$ cat config.mk
export PLATFORM = sky130hd
export DESIGN_NAME = rgba_unpremultiply_scanline_former_core
export DESIGN_NICKNAME = d
export VERILOG_FILES = /design/src/rtl/rusf_pkg.sv /design/src/rtl/rusf_ctrl.sv /design/src/rtl/rusf_dpath.sv /design/src/rtl/rgba_unpremultiply_scanline_former_core.sv
export SDC_FILE = /design/constraint.sdc
export NUM_CORES = 1
export LEC_CHECK = 0
export ABC_AREA = 1
export BUFFER_PORTS_ARGS = -buffer_cell sky130_fd_sc_hd__buf_2
export CAP_MARGIN = 0
export CORE_MARGIN = 8
export CORE_UTILIZATION = 25
export DETAILED_ROUTE_END_ITERATION = 6
export PLACE_DENSITY = 0.51
export SLEW_MARGIN = 20
export SYNTH_ARGS = -nofsm -noshare
export SYNTH_HDL_FRONTEND = slang
export SYNTH_SLANG_ARGS = --single-unit
$ cat constraint.sdc
create_clock -name clk -period 2.7 [get_ports clk]
set_clock_uncertainty 0.1 [all_clocks]
set_input_delay 0.27 -clock clk [delete_from_list [all_inputs] [get_ports clk]]
set_output_delay 0.27 -clock clk [all_outputs]
set_load 0.02 [all_outputs]
$ cat src/rtl/rusf_pkg.sv
`timescale 1ns / 1ps
`default_nettype none
// ----------------------------------------------------------------------------
// rusf_pkg
// shared types, codes and constants of the unpremultiplying scanline former
// ----------------------------------------------------------------------------
package rusf_pkg;

  // filter type byte that opens every row
  localparam logic [7:0] FILTER_NONE = 8'd0;
  // fully opaque alpha, colors pass untouched
  localparam logic [7:0] ALPHA_OPAQUE = 8'd255;
  localparam logic [7:0] ALPHA_CLEAR = 8'd0;

  // configuration register indexes
  localparam logic [1:0] CFG_ROW_PIXELS = 2'd0;
  localparam logic [1:0] CFG_ROW_TOTAL = 2'd1;
  localparam logic [1:0] CFG_HAS_ALPHA = 2'd2;

  // color component indexes
  localparam logic [1:0] COMP_RED = 2'd0;
  localparam logic [1:0] COMP_GREEN = 2'd1;
  localparam logic [1:0] COMP_BLUE = 2'd2;

  // index of the last divider step of a quotient
  localparam logic [2:0] DIV_LAST_STEP = 3'd7;

  typedef struct packed {
    logic [7:0] red;
    logic [7:0] green;
    logic [7:0] blue;
    logic [7:0] alpha;
  } rusf_pixel_t;

  typedef struct packed {
    logic [7:0] out_byte;
    logic       pixel_last;
    logic       image_last;
  } rusf_stream_t;

  typedef enum logic [2:0] {
    S_IDLE,
    S_FILTER,
    S_PREP,
    S_DIV,
    S_EMIT,
    S_ALPHA
  } rusf_state_t;

  typedef enum logic [1:0] {
    SEL_FILTER,
    SEL_COMP,
    SEL_ALPHA
  } rusf_sel_t;

  typedef struct packed {
    logic      take;
    logic      div_start;
    logic      div_step;
    logic      emit;
    rusf_sel_t sel;
    logic      comp_next;
  } rusf_cmd_t;

  typedef struct packed {
    logic drop;
    logic first_col;
    logic need_div;
    logic alpha_mode;
    logic comp_last;
    logic div_done;
    logic out_free;
  } rusf_status_t;

endpackage : rusf_pkg
`default_nettype wire

$ cat src/rtl/rusf_ctrl.sv
`timescale 1ns / 1ps
`default_nettype none
// ----------------------------------------------------------------------------
// rusf_ctrl
// sequencer: filter byte, per-component divide and emit, alpha byte
// ----------------------------------------------------------------------------
module rusf_ctrl (
  input  wire logic                  clk,
  input  wire logic                  rst,
  input  wire logic                  pixel_valid,
  output logic                       pixel_stall,
  input  wire rusf_pkg::rusf_status_t st,
  output rusf_pkg::rusf_cmd_t        cmd
);
  import rusf_pkg::*;

  rusf_state_t state;
  rusf_state_t state_next;

  always_ff @(posedge clk) begin
    if (rst) begin
      state <= S_IDLE;
    end else begin
      state <= state_next;
    end
  end

  always_comb begin
    state_next = state;
    cmd = '0;
    cmd.sel = SEL_FILTER;
    pixel_stall = (state != S_IDLE);
    case (state)
      S_IDLE: begin
        if (pixel_valid) begin
          cmd.take = 1'b1;
          if (!st.drop) begin
            state_next = st.first_col ? S_FILTER : S_PREP;
          end
        end
      end
      S_FILTER: begin
        if (st.out_free) begin
          cmd.emit = 1'b1;
          cmd.sel = SEL_FILTER;
          state_next = S_PREP;
        end
      end
      S_PREP: begin
        cmd.div_start = 1'b1;
        state_next = st.need_div ? S_DIV : S_EMIT;
      end
      S_DIV: begin
        cmd.div_step = 1'b1;
        if (st.div_done) begin
          state_next = S_EMIT;
        end
      end
      S_EMIT: begin
        if (st.out_free) begin
          cmd.emit = 1'b1;
          cmd.sel = SEL_COMP;
          if (st.comp_last) begin
            state_next = st.alpha_mode ? S_ALPHA : S_IDLE;
          end else begin
            cmd.comp_next = 1'b1;
            state_next = S_PREP;
          end
        end
      end
      S_ALPHA: begin
        if (st.out_free) begin
          cmd.emit = 1'b1;
          cmd.sel = SEL_ALPHA;
          state_next = S_IDLE;
        end
      end
      default: begin
        state_next = S_IDLE;
      end
    endcase
  end

endmodule : rusf_ctrl
`default_nettype wire

$ cat src/rtl/rusf_dpath.sv
`timescale 1ns / 1ps
`default_nettype none
// ----------------------------------------------------------------------------
// rusf_dpath
// config registers, position counters, pixel latch, radix-2 divider and
// output register
// ----------------------------------------------------------------------------
module rusf_dpath (
  input  wire logic                  clk,
  input  wire logic                  rst,
  input  wire logic                  cfg_valid,
  input  wire logic [1:0]            cfg_index,
  input  wire logic [15:0]           cfg_data,
  input  wire rusf_pkg::rusf_pixel_t pixel_data,
  input  wire rusf_pkg::rusf_cmd_t   cmd,
  output rusf_pkg::rusf_status_t     st,
  output logic                       stream_valid,
  output rusf_pkg::rusf_stream_t     stream_data,
  input  wire logic                  stream_stall
);
  import rusf_pkg::*;

  // configuration
  logic [15:0] row_pixels;
  logic [15:0] row_total;
  logic        has_alpha;

  // position
  logic [15:0] column_pos;
  logic [15:0] row_pos;
  logic        image_done;

  // current pixel
  rusf_pixel_t pix;
  logic        alpha_mode;
  logic        need_div;
  logic        img_end;
  logic [1:0]  comp_idx;

  // divider
  logic [7:0]  rem;
  logic [7:0]  dvd;
  logic [7:0]  quo;
  logic [2:0]  div_cnt;

  logic [16:0] col_inc;
  logic        row_end;
  logic [15:0] row_inc;
  logic [7:0]  comp_raw;
  logic [7:0]  comp_clamp;
  logic [15:0] prod;
  logic [8:0]  trial;
  logic        trial_ge;
  logic        last;
  logic [7:0]  emit_byte;

  always_ff @(posedge clk) begin
    if (rst) begin
      row_pixels <= 16'd1;
      row_total <= 16'd1;
      has_alpha <= 1'b1;
    end else if (cfg_valid) begin
      case (cfg_index)
        CFG_ROW_PIXELS: row_pixels <= cfg_data;
        CFG_ROW_TOTAL:  row_total <= cfg_data;
        CFG_HAS_ALPHA:  has_alpha <= cfg_data[0];
        default: ;
      endcase
    end
  end

  // position update for an accepted pixel
  always_comb begin
    col_inc = {1'b0, column_pos} + 17'd1;
    row_end = (col_inc >= {1'b0, row_pixels});
    row_inc = row_pos + 16'd1;
  end

  always_ff @(posedge clk) begin
    if (rst) begin
      column_pos <= '0;
      row_pos <= '0;
      image_done <= 1'b0;
      img_end <= 1'b0;
    end else if (cmd.take) begin
      if (st.drop) begin
        image_done <= 1'b1;
      end else if (row_end) begin
        column_pos <= '0;
        row_pos <= row_inc;
        img_end <= (row_inc >= row_total);
        if (row_inc >= row_total) begin
          image_done <= 1'b1;
        end
      end else begin
        column_pos <= col_inc[15:0];
        img_end <= 1'b0;
      end
    end
  end

  always_ff @(posedge clk) begin
    if (cmd.take) begin
      pix <= pixel_data;
      alpha_mode <= has_alpha;
      need_div <= has_alpha && (pixel_data.alpha != ALPHA_CLEAR)
                  && (pixel_data.alpha != ALPHA_OPAQUE);
    end
  end

  always_ff @(posedge clk) begin
    if (rst) begin
      comp_idx <= COMP_RED;
    end else if (cmd.take) begin
      comp_idx <= COMP_RED;
    end else if (cmd.comp_next) begin
      comp_idx <= comp_idx + 2'd1;
    end
  end

  always_comb begin
    case (comp_idx)
      COMP_RED:   comp_raw = pix.red;
      COMP_GREEN: comp_raw = pix.green;
      default:    comp_raw = pix.blue;
    endcase
    comp_clamp = (comp_raw > pix.alpha) ? pix.alpha : comp_raw;
    // c * 255 without a multiplier
    prod = {comp_clamp, 8'd0} - {8'd0, comp_clamp};
    trial = {rem, dvd[7]};
    trial_ge = (trial >= {1'b0, pix.alpha});
  end

  // restoring divide, one quotient bit per cycle; high byte of c*255 is
  // already below alpha so eight steps give the whole quotient
  always_ff @(posedge clk) begin
    if (rst) begin
      div_cnt <= '0;
    end else if (cmd.div_start) begin
      div_cnt <= '0;
    end else if (cmd.div_step) begin
      div_cnt <= div_cnt + 3'd1;
    end
  end

  always_ff @(posedge clk) begin
    if (cmd.div_start) begin
      rem <= prod[15:8];
      dvd <= prod[7:0];
    end else if (cmd.div_step) begin
      rem <= trial_ge ? 8'(trial - {1'b0, pix.alpha}) : trial[7:0];
      dvd <= {dvd[6:0], 1'b0};
      quo <= {quo[6:0], trial_ge};
    end
  end

  always_comb begin
    case (cmd.sel)
      SEL_FILTER: begin
        emit_byte = FILTER_NONE;
        last = 1'b0;
      end
      SEL_COMP: begin
        emit_byte = need_div ? quo : comp_raw;
        last = !alpha_mode && (comp_idx == COMP_BLUE);
      end
      SEL_ALPHA: begin
        emit_byte = pix.alpha;
        last = 1'b1;
      end
      default: begin
        emit_byte = FILTER_NONE;
        last = 1'b0;
      end
    endcase
  end

  always_ff @(posedge clk) begin
    if (rst) begin
      stream_valid <= 1'b0;
    end else if (cmd.emit) begin
      stream_valid <= 1'b1;
    end else if (!stream_stall) begin
      stream_valid <= 1'b0;
    end
  end

  always_ff @(posedge clk) begin
    if (cmd.emit) begin
      stream_data.out_byte <= emit_byte;
      stream_data.pixel_last <= last;
      stream_data.image_last <= last && img_end;
    end
  end

  always_comb begin
    st.drop = image_done || (row_pos >= row_total);
    st.first_col = (column_pos == 16'd0);
    st.need_div = need_div;
    st.alpha_mode = alpha_mode;
    st.comp_last = (comp_idx == COMP_BLUE);
    st.div_done = (div_cnt == DIV_LAST_STEP);
    st.out_free = !stream_valid || !stream_stall;
  end

endmodule : rusf_dpath
`default_nettype wire

$ cat src/rtl/rgba_unpremultiply_scanline_former_core.sv
`timescale 1ns / 1ps
`default_nettype none
// ----------------------------------------------------------------------------
// rgba_unpremultiply_scanline_former_core
// turns raster-order pixels into the byte stream of unfiltered png scanlines,
// converting premultiplied rgba to straight alpha
// ----------------------------------------------------------------------------
//  channel   dir  handshake                 beat
//  pixel     in   pixel_valid/pixel_stall   red, green, blue, alpha
//  stream    out  stream_valid/stream_stall out_byte, pixel_last, image_last
//  cfg       in   cfg_valid/cfg_ready       cfg_index, cfg_data
//
//  one pixel at a time: accept, optional filter byte, then per color a load
//  step, a restoring divide (only for rgba pixels whose alpha is not 0 or
//  255) and an emit step, then the alpha byte when alpha is on; the
//  divider's loop gives one quotient bit per cycle
//  every emit waits for the output register to be free, so stream_stall
//  holds the sequencer in place
//  dropped pixels (past the last row) are taken with no beats
//  rst is synchronous; config and counters return to their reset values
// ----------------------------------------------------------------------------
module rgba_unpremultiply_scanline_former_core (
  input  wire logic                   clk,
  input  wire logic                   rst,
  // pixel input
  input  wire logic                   pixel_valid,
  output logic                        pixel_stall,
  input  wire rusf_pkg::rusf_pixel_t  pixel_data,
  // byte stream output
  output logic                        stream_valid,
  input  wire logic                   stream_stall,
  output rusf_pkg::rusf_stream_t      stream_data,
  // config writes
  input  wire logic                   cfg_valid,
  output logic                        cfg_ready,
  input  wire logic [1:0]             cfg_index,
  input  wire logic [15:0]            cfg_data
);
  import rusf_pkg::*;

  rusf_cmd_t    cmd;
  rusf_status_t st;
  logic         cfg_we;

  // config is only to be written while idle (the user's duty, not enforced here), so it is always taken
  assign cfg_ready = 1'b1;
  assign cfg_we = cfg_valid && cfg_ready;

  // sequencer
  rusf_ctrl u_ctrl (
    .clk         (clk),
    .rst         (rst),
    .pixel_valid (pixel_valid),
    .pixel_stall (pixel_stall),
    .st          (st),
    .cmd         (cmd)
  );

  // counters, divider and output register
  rusf_dpath u_dpath (
    .clk          (clk),
    .rst          (rst),
    .cfg_valid    (cfg_we),
    .cfg_index    (cfg_index),
    .cfg_data     (cfg_data),
    .pixel_data   (pixel_data),
    .cmd          (cmd),
    .st           (st),
    .stream_valid (stream_valid),
    .stream_data  (stream_data),
    .stream_stall (stream_stall)
  );

endmodule : rgba_unpremultiply_scanline_former_core
`default_nettype wire

==> results of run 1 <==
-- sequential cells by signal, summed over array words and instances, names as in the netlist --
name,count
u_ctrl.state,3
u_dpath.alpha_mode,1
u_dpath.column_pos,16
u_dpath.comp_idx,2
u_dpath.div_cnt,3
u_dpath.dvd,8
u_dpath.has_alpha,1
u_dpath.image_done,1
u_dpath.img_end,1
u_dpath.need_div,1
u_dpath.pix,32
u_dpath.quo,8
u_dpath.rem,8
u_dpath.row_pixels,16
u_dpath.row_pos,16
u_dpath.row_total,16
u_dpath.stream_data,10
u_dpath.stream_valid,1
-- per-layer routing --
metal | global-route usage [%] | up-vias | wire length [microns]
li1 | - | 3814 | -
met1 | 15.83 | 3495 | 11220
met2 | 21.26 | 110 | 11860
met3 | 2.825 | 11 | 927
met4 | 3.047 | 0 | 244
met5 | 0 | - | 0
-- cell type report --
class	instances	area, sq um	share of cell area [%]
multi-input combinational	687	4841	40.92
sequential	144	3572	30.20
clock buffer	19	432.9	3.660
clock inverter	13	122.6	1.037
timing repair inverter	1	11.26	0.09520
tap	448	560.5	4.739
timing repair buffer	230	1748	14.78
inverter	138	540.5	4.570
-- cells by family (layout without fill, tap and decap cells) --
family	after synthesis	after routing	synth area share, %
simple gates	357	362	19.40
buf+inv	171	401	8.392
compound gates	217	217	14.59
fa+ha+maj	75	75	11.37
flops	144	144	42.83
xor+xnor	32	32	3.369
other cells	1	1	0.04508
-- power breakdown --
group / total [mW] / internal, mW / switching (mW) / leakage (nW)
registers: 3.24 / 2.94 / 0.301 / 1.26
logic: 7.54 / 3.13 / 4.41 / 3.52
clock network: 2.29 / 1.34 / 0.944 / 0.267
-- placed cells by master (no fill, tap or decap), types with 9 or more instances in the layout --
cell and n:
a21oi_1 86, a21oi_2 14, buf_2 66, buf_4 115, buf_6 11, clkbuf_16 17
dfxtp_1 71, dlygate4sd3_1 32, edfxtp_1 68, ha_1 66, inv_1 126, nand2_1 130
nand2_2 36, nand2_4 14, nand3_1 24, nand3_2 15, nand4_1 22, nor2_1 47
nor2_2 20, nor2_4 17, nor3_1 9, o211ai_1 17, o21ai_0 60, o21ai_2 14
xnor2_1 9, xor2_1 22
-- Yosys cell counts (3+ instances only) --
cell      count
nor2_2        6
nor2_1       72
nand2_1     175
inv_2         4
xnor2_1       9
buf_4         5
a21oi_1      97
buf_2         4
dfxtp_1      76
xor2_1       23
nor4_1        5
nand3_1      40
a21oi_2       3
nand4_1      22
o21ai_0      73
o211ai_1     17
clkbuf_1     20
o21ai_1       3
o21a_1        3
o21bai_1      4
nor2_4        5
a22o_1        8
nor3_1       15
a21o_1        3
edfxtp_1     68
nand2_2       7
ha_1         74
inv_1       133
-- critical path, cell delays in order (launching register included) --
cell	delay (ns)
dfxtp_4	0.37
inv_2	0.05
ha_4	0.18
buf_4	0.14
a22o_1	0.19
a21oi_2	0.18
inv_2	0.07
ha_4	0.27
nand2_4	0.05
nor2_4	0.16
nand4_4	0.20
nand2_8	0.17
nand2_4	0.06
o21ai_4	0.09
buf_6	0.13
nand4_1	0.14
nand2_1	0.13
nand2_2	0.09
nand3_2	0.08
nand2_1	0.06
-- through the flow --
| stage | setup TNS, ns | power [mW] | cells | setup slack, ns | hold slack (ns) |
|---|---|---|---|---|---|
| after global routing | -24.87 | 14.06 | 1680 | -0.6398 | 0.04885 |
| after detailed placement | -16.63 | 8.904 | 1581 | -0.5239 | 0.3411 |
| after global placement | -14.73 | 8.862 | 1581 | -0.5338 | 0.3420 |
| after floorplan | -3.270 | 6.963 | 997 | -0.1920 | 0.2689 |
| final | -14.26 | 13.07 | 1680 | -0.4631 | 0.04689 |
| after CTS | -12.08 | 12.25 | 1663 | -0.3329 | 0.03200 |
-- timing repair --
item | 4_1_cts | 5_1_grt
gates resized for setup | 82 | 107
cloned | 6 | 0
endpoints found under the setup margin | 50 | 50
endpoints found under the hold margin | 32 | 0
buffers inserted | 12 | 19
hold buffers | 32 | 0
pin swaps | 32 | 60
-- final timing paths --
| path | from | to | slack [ns] |
|---|---|---|---|
| setup / recovery | u_dpath.comp_idx[0] | u_dpath.rem[4] | -0.46 |
| hold / removal | cfg_data[14] | u_dpath.row_total[14] | 0.05 |
| setup reg to reg | u_dpath.comp_idx[0] | u_dpath.rem[4] | -0.46 |
| hold reg to reg | u_dpath.quo[0] | u_dpath.quo[1] | 0.35 |
==> summary.md, run 1 <==
| Metric | Value |
|---|---|
| Synth Warn # | 0 |
| # clock sinks | 144 |
| Part of the Yosys area used for sequential elements | 42.83% |
| Number of synthesized flops with an enable pin | between 60 and 70 |
| Top area cells in the synthesized netlist | edfxtp_1 25%, dfxtp_1 18%, ha_1 11% |
| Largest area contributor in the netlist | edfxtp_1 |
| Ratio of cells with drive above 1 in the final layout | ~33% |
| Final setup vio count | 50 |
| All-Layer GR Usage | 12.48% |
| Failing checks | negative setup slack |
| Fin util | 35.72% |
| Worst Reg-to-Reg Cells | 19 |
| Syn avg cell area | ~8.3 sq um |
| Hold Path Stages | 3 |
| DRC violations left | 0 |
| Static Leak | 5.041 nW |
| Synth Instances | 997 |
| Core area | 33110 sq um |
| Pre-antenna DRT Iters | 6 |
| Post-DP HPWL | 17.61 mm |
| Slew HR | 53.50% |
| Status | finished, violations left |
| Seq cells post-synth | 144 |
| Kind of critical path | reg -> reg |
| H-tree depth | 4 |
| Pin count of the biggest net entering global routing | 37 |
| RSZ-0062 raised after global routing | true |
| Asr flop ratio synth | 0% |
| HP Class | in -> reg |
| Site Rows | 67 |
| Fillers | 3365 |
| Nets | around 1300 |
| Syn_nets | 1127 |
| GR Overflow Total | 0 |
| Post-Syn Area | roughly 8300 sq um |
| Crit. End Element | flop |
| Vias | between 7000 and 8000 |
| Die Y-Extent | 198.4 microns |
| Design Area, Final | 11830 sq um |
| Final hold vios | 0 |
| Max cap viols | 0 |
| Die width | slightly below 200 microns |
| Ports | between 60 and 70 |
| Antenna cells | 0 |
| Synth cell types | 45 |
| Vias in the first global route | 7315 |
| First-pass GRT wire length | slightly below 40 mm |
| Root Buffer | clkbuf_16 |
| Gp weighted congestion | 0.8210 |
| CTS buffer count | 17 |
| Final WL | between 20 and 25 mm |
| Max Root-Sink Buffers | 2 |
| PwrDens | between 1000 and 1500 nW/um^2 |
| DR iter-0 viols | 323 |
| CP required | 2.78 ns |
| Final Max Slew Viols | 0 |
| Reg clk slew, reported paths | 0.06 ns |
| Period Utilization, post-route | 117.2% |
| Via density | between 4 and 5 |
| Worst slew pin tran | 0.6958 ns |
| Die area | 39370 sq um |
| CTS tree | yes |
| Post-route ant nets | 0 |
| Top FF cell, synth | dfxtp_1 |
| Syn-to-layout area delta | 42.19% |
| Synth top area share | 24.55% |
| Fin crit period | between 3 and 4 ns |
| CP arrival | approximately 3.2 ns |
| Max Clk Rate | roughly 320 MHz |
| Post-DR wirelength/cell | 14.44 microns |
| DP Area | a little under 10000 sq um |
| Initial antenna violation count | 0 |
| Clock Latency Late Sink | 0.43 ns |
| Number of buffers added on ports | 66 |
| Startpoint Class | flop |
| Peak supply drop | around 0.52 mV |
| CP Max Fanout | 7 |
| Worst setup margin | -0.4631 ns |
| Starting Density | ~25% |
(Power assumes the default switching activity.)
==> run 2, diff against run 1 <==
- ABC_AREA: 1 -> unset
==> run 2 against run 1 <==
  * Wire length increased by 3.3%
  * Count of clock-buffer cells in the layout increased by 1
  * The flow still finishes with violations (negative setup slack)
  * Final cell count decreased by 2.6%
  * Largest power group unchanged
  * Total power decreased by 29%
  * Cell area increased by 2.7%
  * Non-clock buffer count increased by 31
  * Via count increased by 2.8%
==> summary.md, run 2 <==
| Metric | Value |
|---|---|
| DP Area | 10380 sq um |
| Vias in the first global route | 7624 |
| Min-delay src | cfg_data[7] |
| CTS tree | yes |
| Number of buffers added on ports | 66 |
| Worst setup margin | -0.6500 ns |
| CP required | 2.94 ns |
| Switching share of power | a little over a third |
| Synth Area in Simple Gates | 18.59% |
| H-tree depth | 4 |
| Synth Area in XOR/XNOR | 4.221% |
| Final Max Slew Viols | 0 |
| CP Max Fanout | 18 |
| CTS buffer count | 17 |
| Max Clk Rate | between 200 and 300 MHz |
| Reg clk slew, reported paths | 0.06 ns |
| Post-DP HPWL | 18.04 mm |
| DRC violations left | 0 |
| Kind of critical path | reg -> reg |
| Post-Syn Area | between 8000 and 9000 sq um |
| DR iter-0 viols | 396 |
| Fin crit period | 3.350 ns |
| Seq cells post-synth | 144 |
| Initial antenna violation count | 0 |
| Root Buffer | clkbuf_16 |
| Commonest cells after routing, fill and taps aside | 133 x buf_4, 121 x nand2_1, 83 x a21oi_1 |
| Compound-cell area share of the yosys netlist | approximately 16% |
| Asr flop ratio synth | 0% |
| Nets | approximately 1300 |
| Commonest cells in the netlist | 124 x nand2_1, 92 x a21oi_1, 76 x dfxtp_1 |
| Combinational Power Share | about two fifths |
| Fin cells | 1637 |
| Mux cell area share after synthesis | under 10% |
| Pwr Total | between 9 and 10 mW |
| Part of the Yosys area used for sequential elements | about two fifths |
| Synth Instances | 940 |
| Top area cells in the synthesized netlist | edfxtp_1 24%, dfxtp_1 18%, ha_1 11% |
| Starting Density | 25.37% |
| Core area | 33530 sq um |
| Count leader, synth | nand2_1 |
| Antenna cells | 0 |
| Net switching power | 3.221 mW |
| Ratio of cells with drive above 1 in the final layout | 29.60% |
| Hold slack final | between 0.015 and 0.02 ns |
| Syn_nets | 1070 |
| Synth cell types | 74 |
| Startpoint Class | flop |
| Post-Place Worst Slack | -0.7072 ns |
| Largest area contributor in the netlist | edfxtp_1 |
| Gp weighted congestion | 0.8697 |
| Max cap viols | 0 |
| Failing checks | negative setup slack |
| RSZ-0062 raised after global routing | true |
| # clock sinks | between 100 and 150 |
| Ports | 68 |
| Syn-to-layout area delta | 42.79% |
| First-pass GRT wire length | 39.80 mm |
| Site Rows | 67 |
| Final setup vio count | 50 |
| Synth Warn # | 0 |
| Top FF cell, synth | dfxtp_1 |
| Clock Latency Late Sink | approximately 0.42 ns |
| CP arrival | 3.59 ns |
| Status | finished, violations left |
| Inst Count DP | 1537 |
| Highest-delay cell along the critical path | or4_1 |
| Synth top area share | 24.00% |
| All-Layer GR Usage | around an eighth |
| Worst r2r src | u_dpath.column_pos[1] |
| PwrDens | 764.3 nW/um^2 |
| Via density | approximately 4.7 |
| Sequential group share of total power | between 30% and 40% |
| CP Launch Point | u_dpath.column_pos[1] |
| Pre-antenna DRT Iters | 5 |
| Vias | 7637 |
| Post-DR wirelength/cell | between 15 and 20 microns |
| Final hold vios | 0 |
| Slew HR | 46.80% |
| Period Utilization, post-route | 124.1% |
| Most common cell after layout, fill and taps aside | buf_4 |
| HP Class | in -> reg |
| Post-route ant nets | 0 |
| Worst path cell trace | ha_4, nand3_4, or3_4, nor3_4, nand3_2, xnor2_2, ha_1, nand4_1, nor2_1, o221ai_1, nand3_2, a311oi_4, buf_6, buf_6, or4_1, a21oi_1 |
| Die width | around 200 microns |
| Die area | 40190 sq um |
| Clk pwr share | a little over a quarter |
| GR Overflow Total | 0 |
| Fillers | 3439 |
| Static Leak | 4.887 nW |
| Number of synthesized flops with an enable pin | 68 |
| Pin count of the biggest net entering global routing | 70 |
| FF+latch area | 3581 sq um |
| Largest family of logic cells by synthesized area | simple AND/OR/NAND/NOR gates |
| Syn avg cell area | 9.051 sq um |
| Pint | 6.066 mW |
| Synth Area in Adders | about 11% |
| Worst slew pin tran | 0.7980 ns |
| Crit. End Element | flop |
| Max incr delay on CP | between 0.4 and 0.5 ns |
| Peak supply drop | 0.4839 mV |
| Max FFs per register | 32 |
| Area of the multi-input gates | 5079 sq um |
| Reg with most FFs | u_dpath.pix |
| Max Root-Sink Buffers | 2 |
| Final WL | roughly 25 mm |
| Design Area, Final | 12150 sq um |
| Die Y-Extent | 200.5 microns |
-- run 2: worst paths after layout --
kind	to	slack (ns)	cells after the start
worst min register to register	u_dpath.quo[7]	0.34	0
worst max register to register	u_dpath.row_pos[9]	-0.65	16
worst min-delay path	u_dpath.row_pixels[7]	0.02	3
worst max-delay path	u_dpath.row_pos[9]	-0.65	16
-- run 2: power groups by stage --
stage,combinational (mW),sequential [mW],clock [mW]
floorplan,1.91,2.92,0
global placement,3.07,2.92,0
detailed placement,3.11,2.92,0
CTS,3.61,2.88,2.59
global route,4.23,2.92,2.68
finish,3.87,2.89,2.53
-- run 2: stage by stage --
| stage | setup TNS [ns] | util [%] |
|---|---|---|
| 2_1_floorplan | -20.75 | - |
| 4_1_cts | -25.78 | 35.10 |
| 6_report | -25.39 | 36.23 |
| 5_1_grt | -32.23 | 36.23 |
| 3_3_place_gp | -27.71 | 30.96 |
| 3_5_place_dp | -29.83 | 30.96 |
-- run 2: repair_timing --
item,in CTS,in global routing
pin swaps,23,22
resized for setup,58,47
hold buffers,39,0
endpoints found under the hold margin,39,0
buffers inserted,15,15
setup endpoints to repair,52,52
cloned,0,0
-- run 2: final cells by class --
class                      instances  area share (%)
clock buffer                      20           3.594
clock inverter                    12           1.524
inverter                          76           2.389
multi-input combinational        676           41.80
sequential                       144           29.47
tap                              448           4.614
timing repair buffer             261           16.60
-- run 2: routing by layer --
layer | track usage, % | vias to the layer above | wire (microns)
met2 | 21.04 | 133 | 12400
li1 | - | 3853 | -
met4 | 3.180 | 0 | 387
met3 | 2.453 | 29 | 840
met1 | 15.05 | 3622 | 11420
met5 | 0 | - | 0
-- run 2: critical path: cells and delay by family, from the launching register on --
kind | cells | cell delay [ns]
simple gates | 8 | 1.55
buf+inv | 2 | 0.31
xor+xnor | 1 | 0.16
fa+ha+maj | 2 | 0.46
compound gates | 3 | 0.32
flops | 1 | 0.36
-- run 2: logic make-up (layout without fill, tap and decap cells) --
logic type,count (synthesis),count (layout)
XOR/XNOR,41,41
buffers and inverters,120,369
AO/OA/AOI/OAI,222,222
other,1,1
adder cells (fa/ha/maj),75,75
flip-flops,144,144
multiplexers,18,18
AND/OR/NAND/NOR,319,319
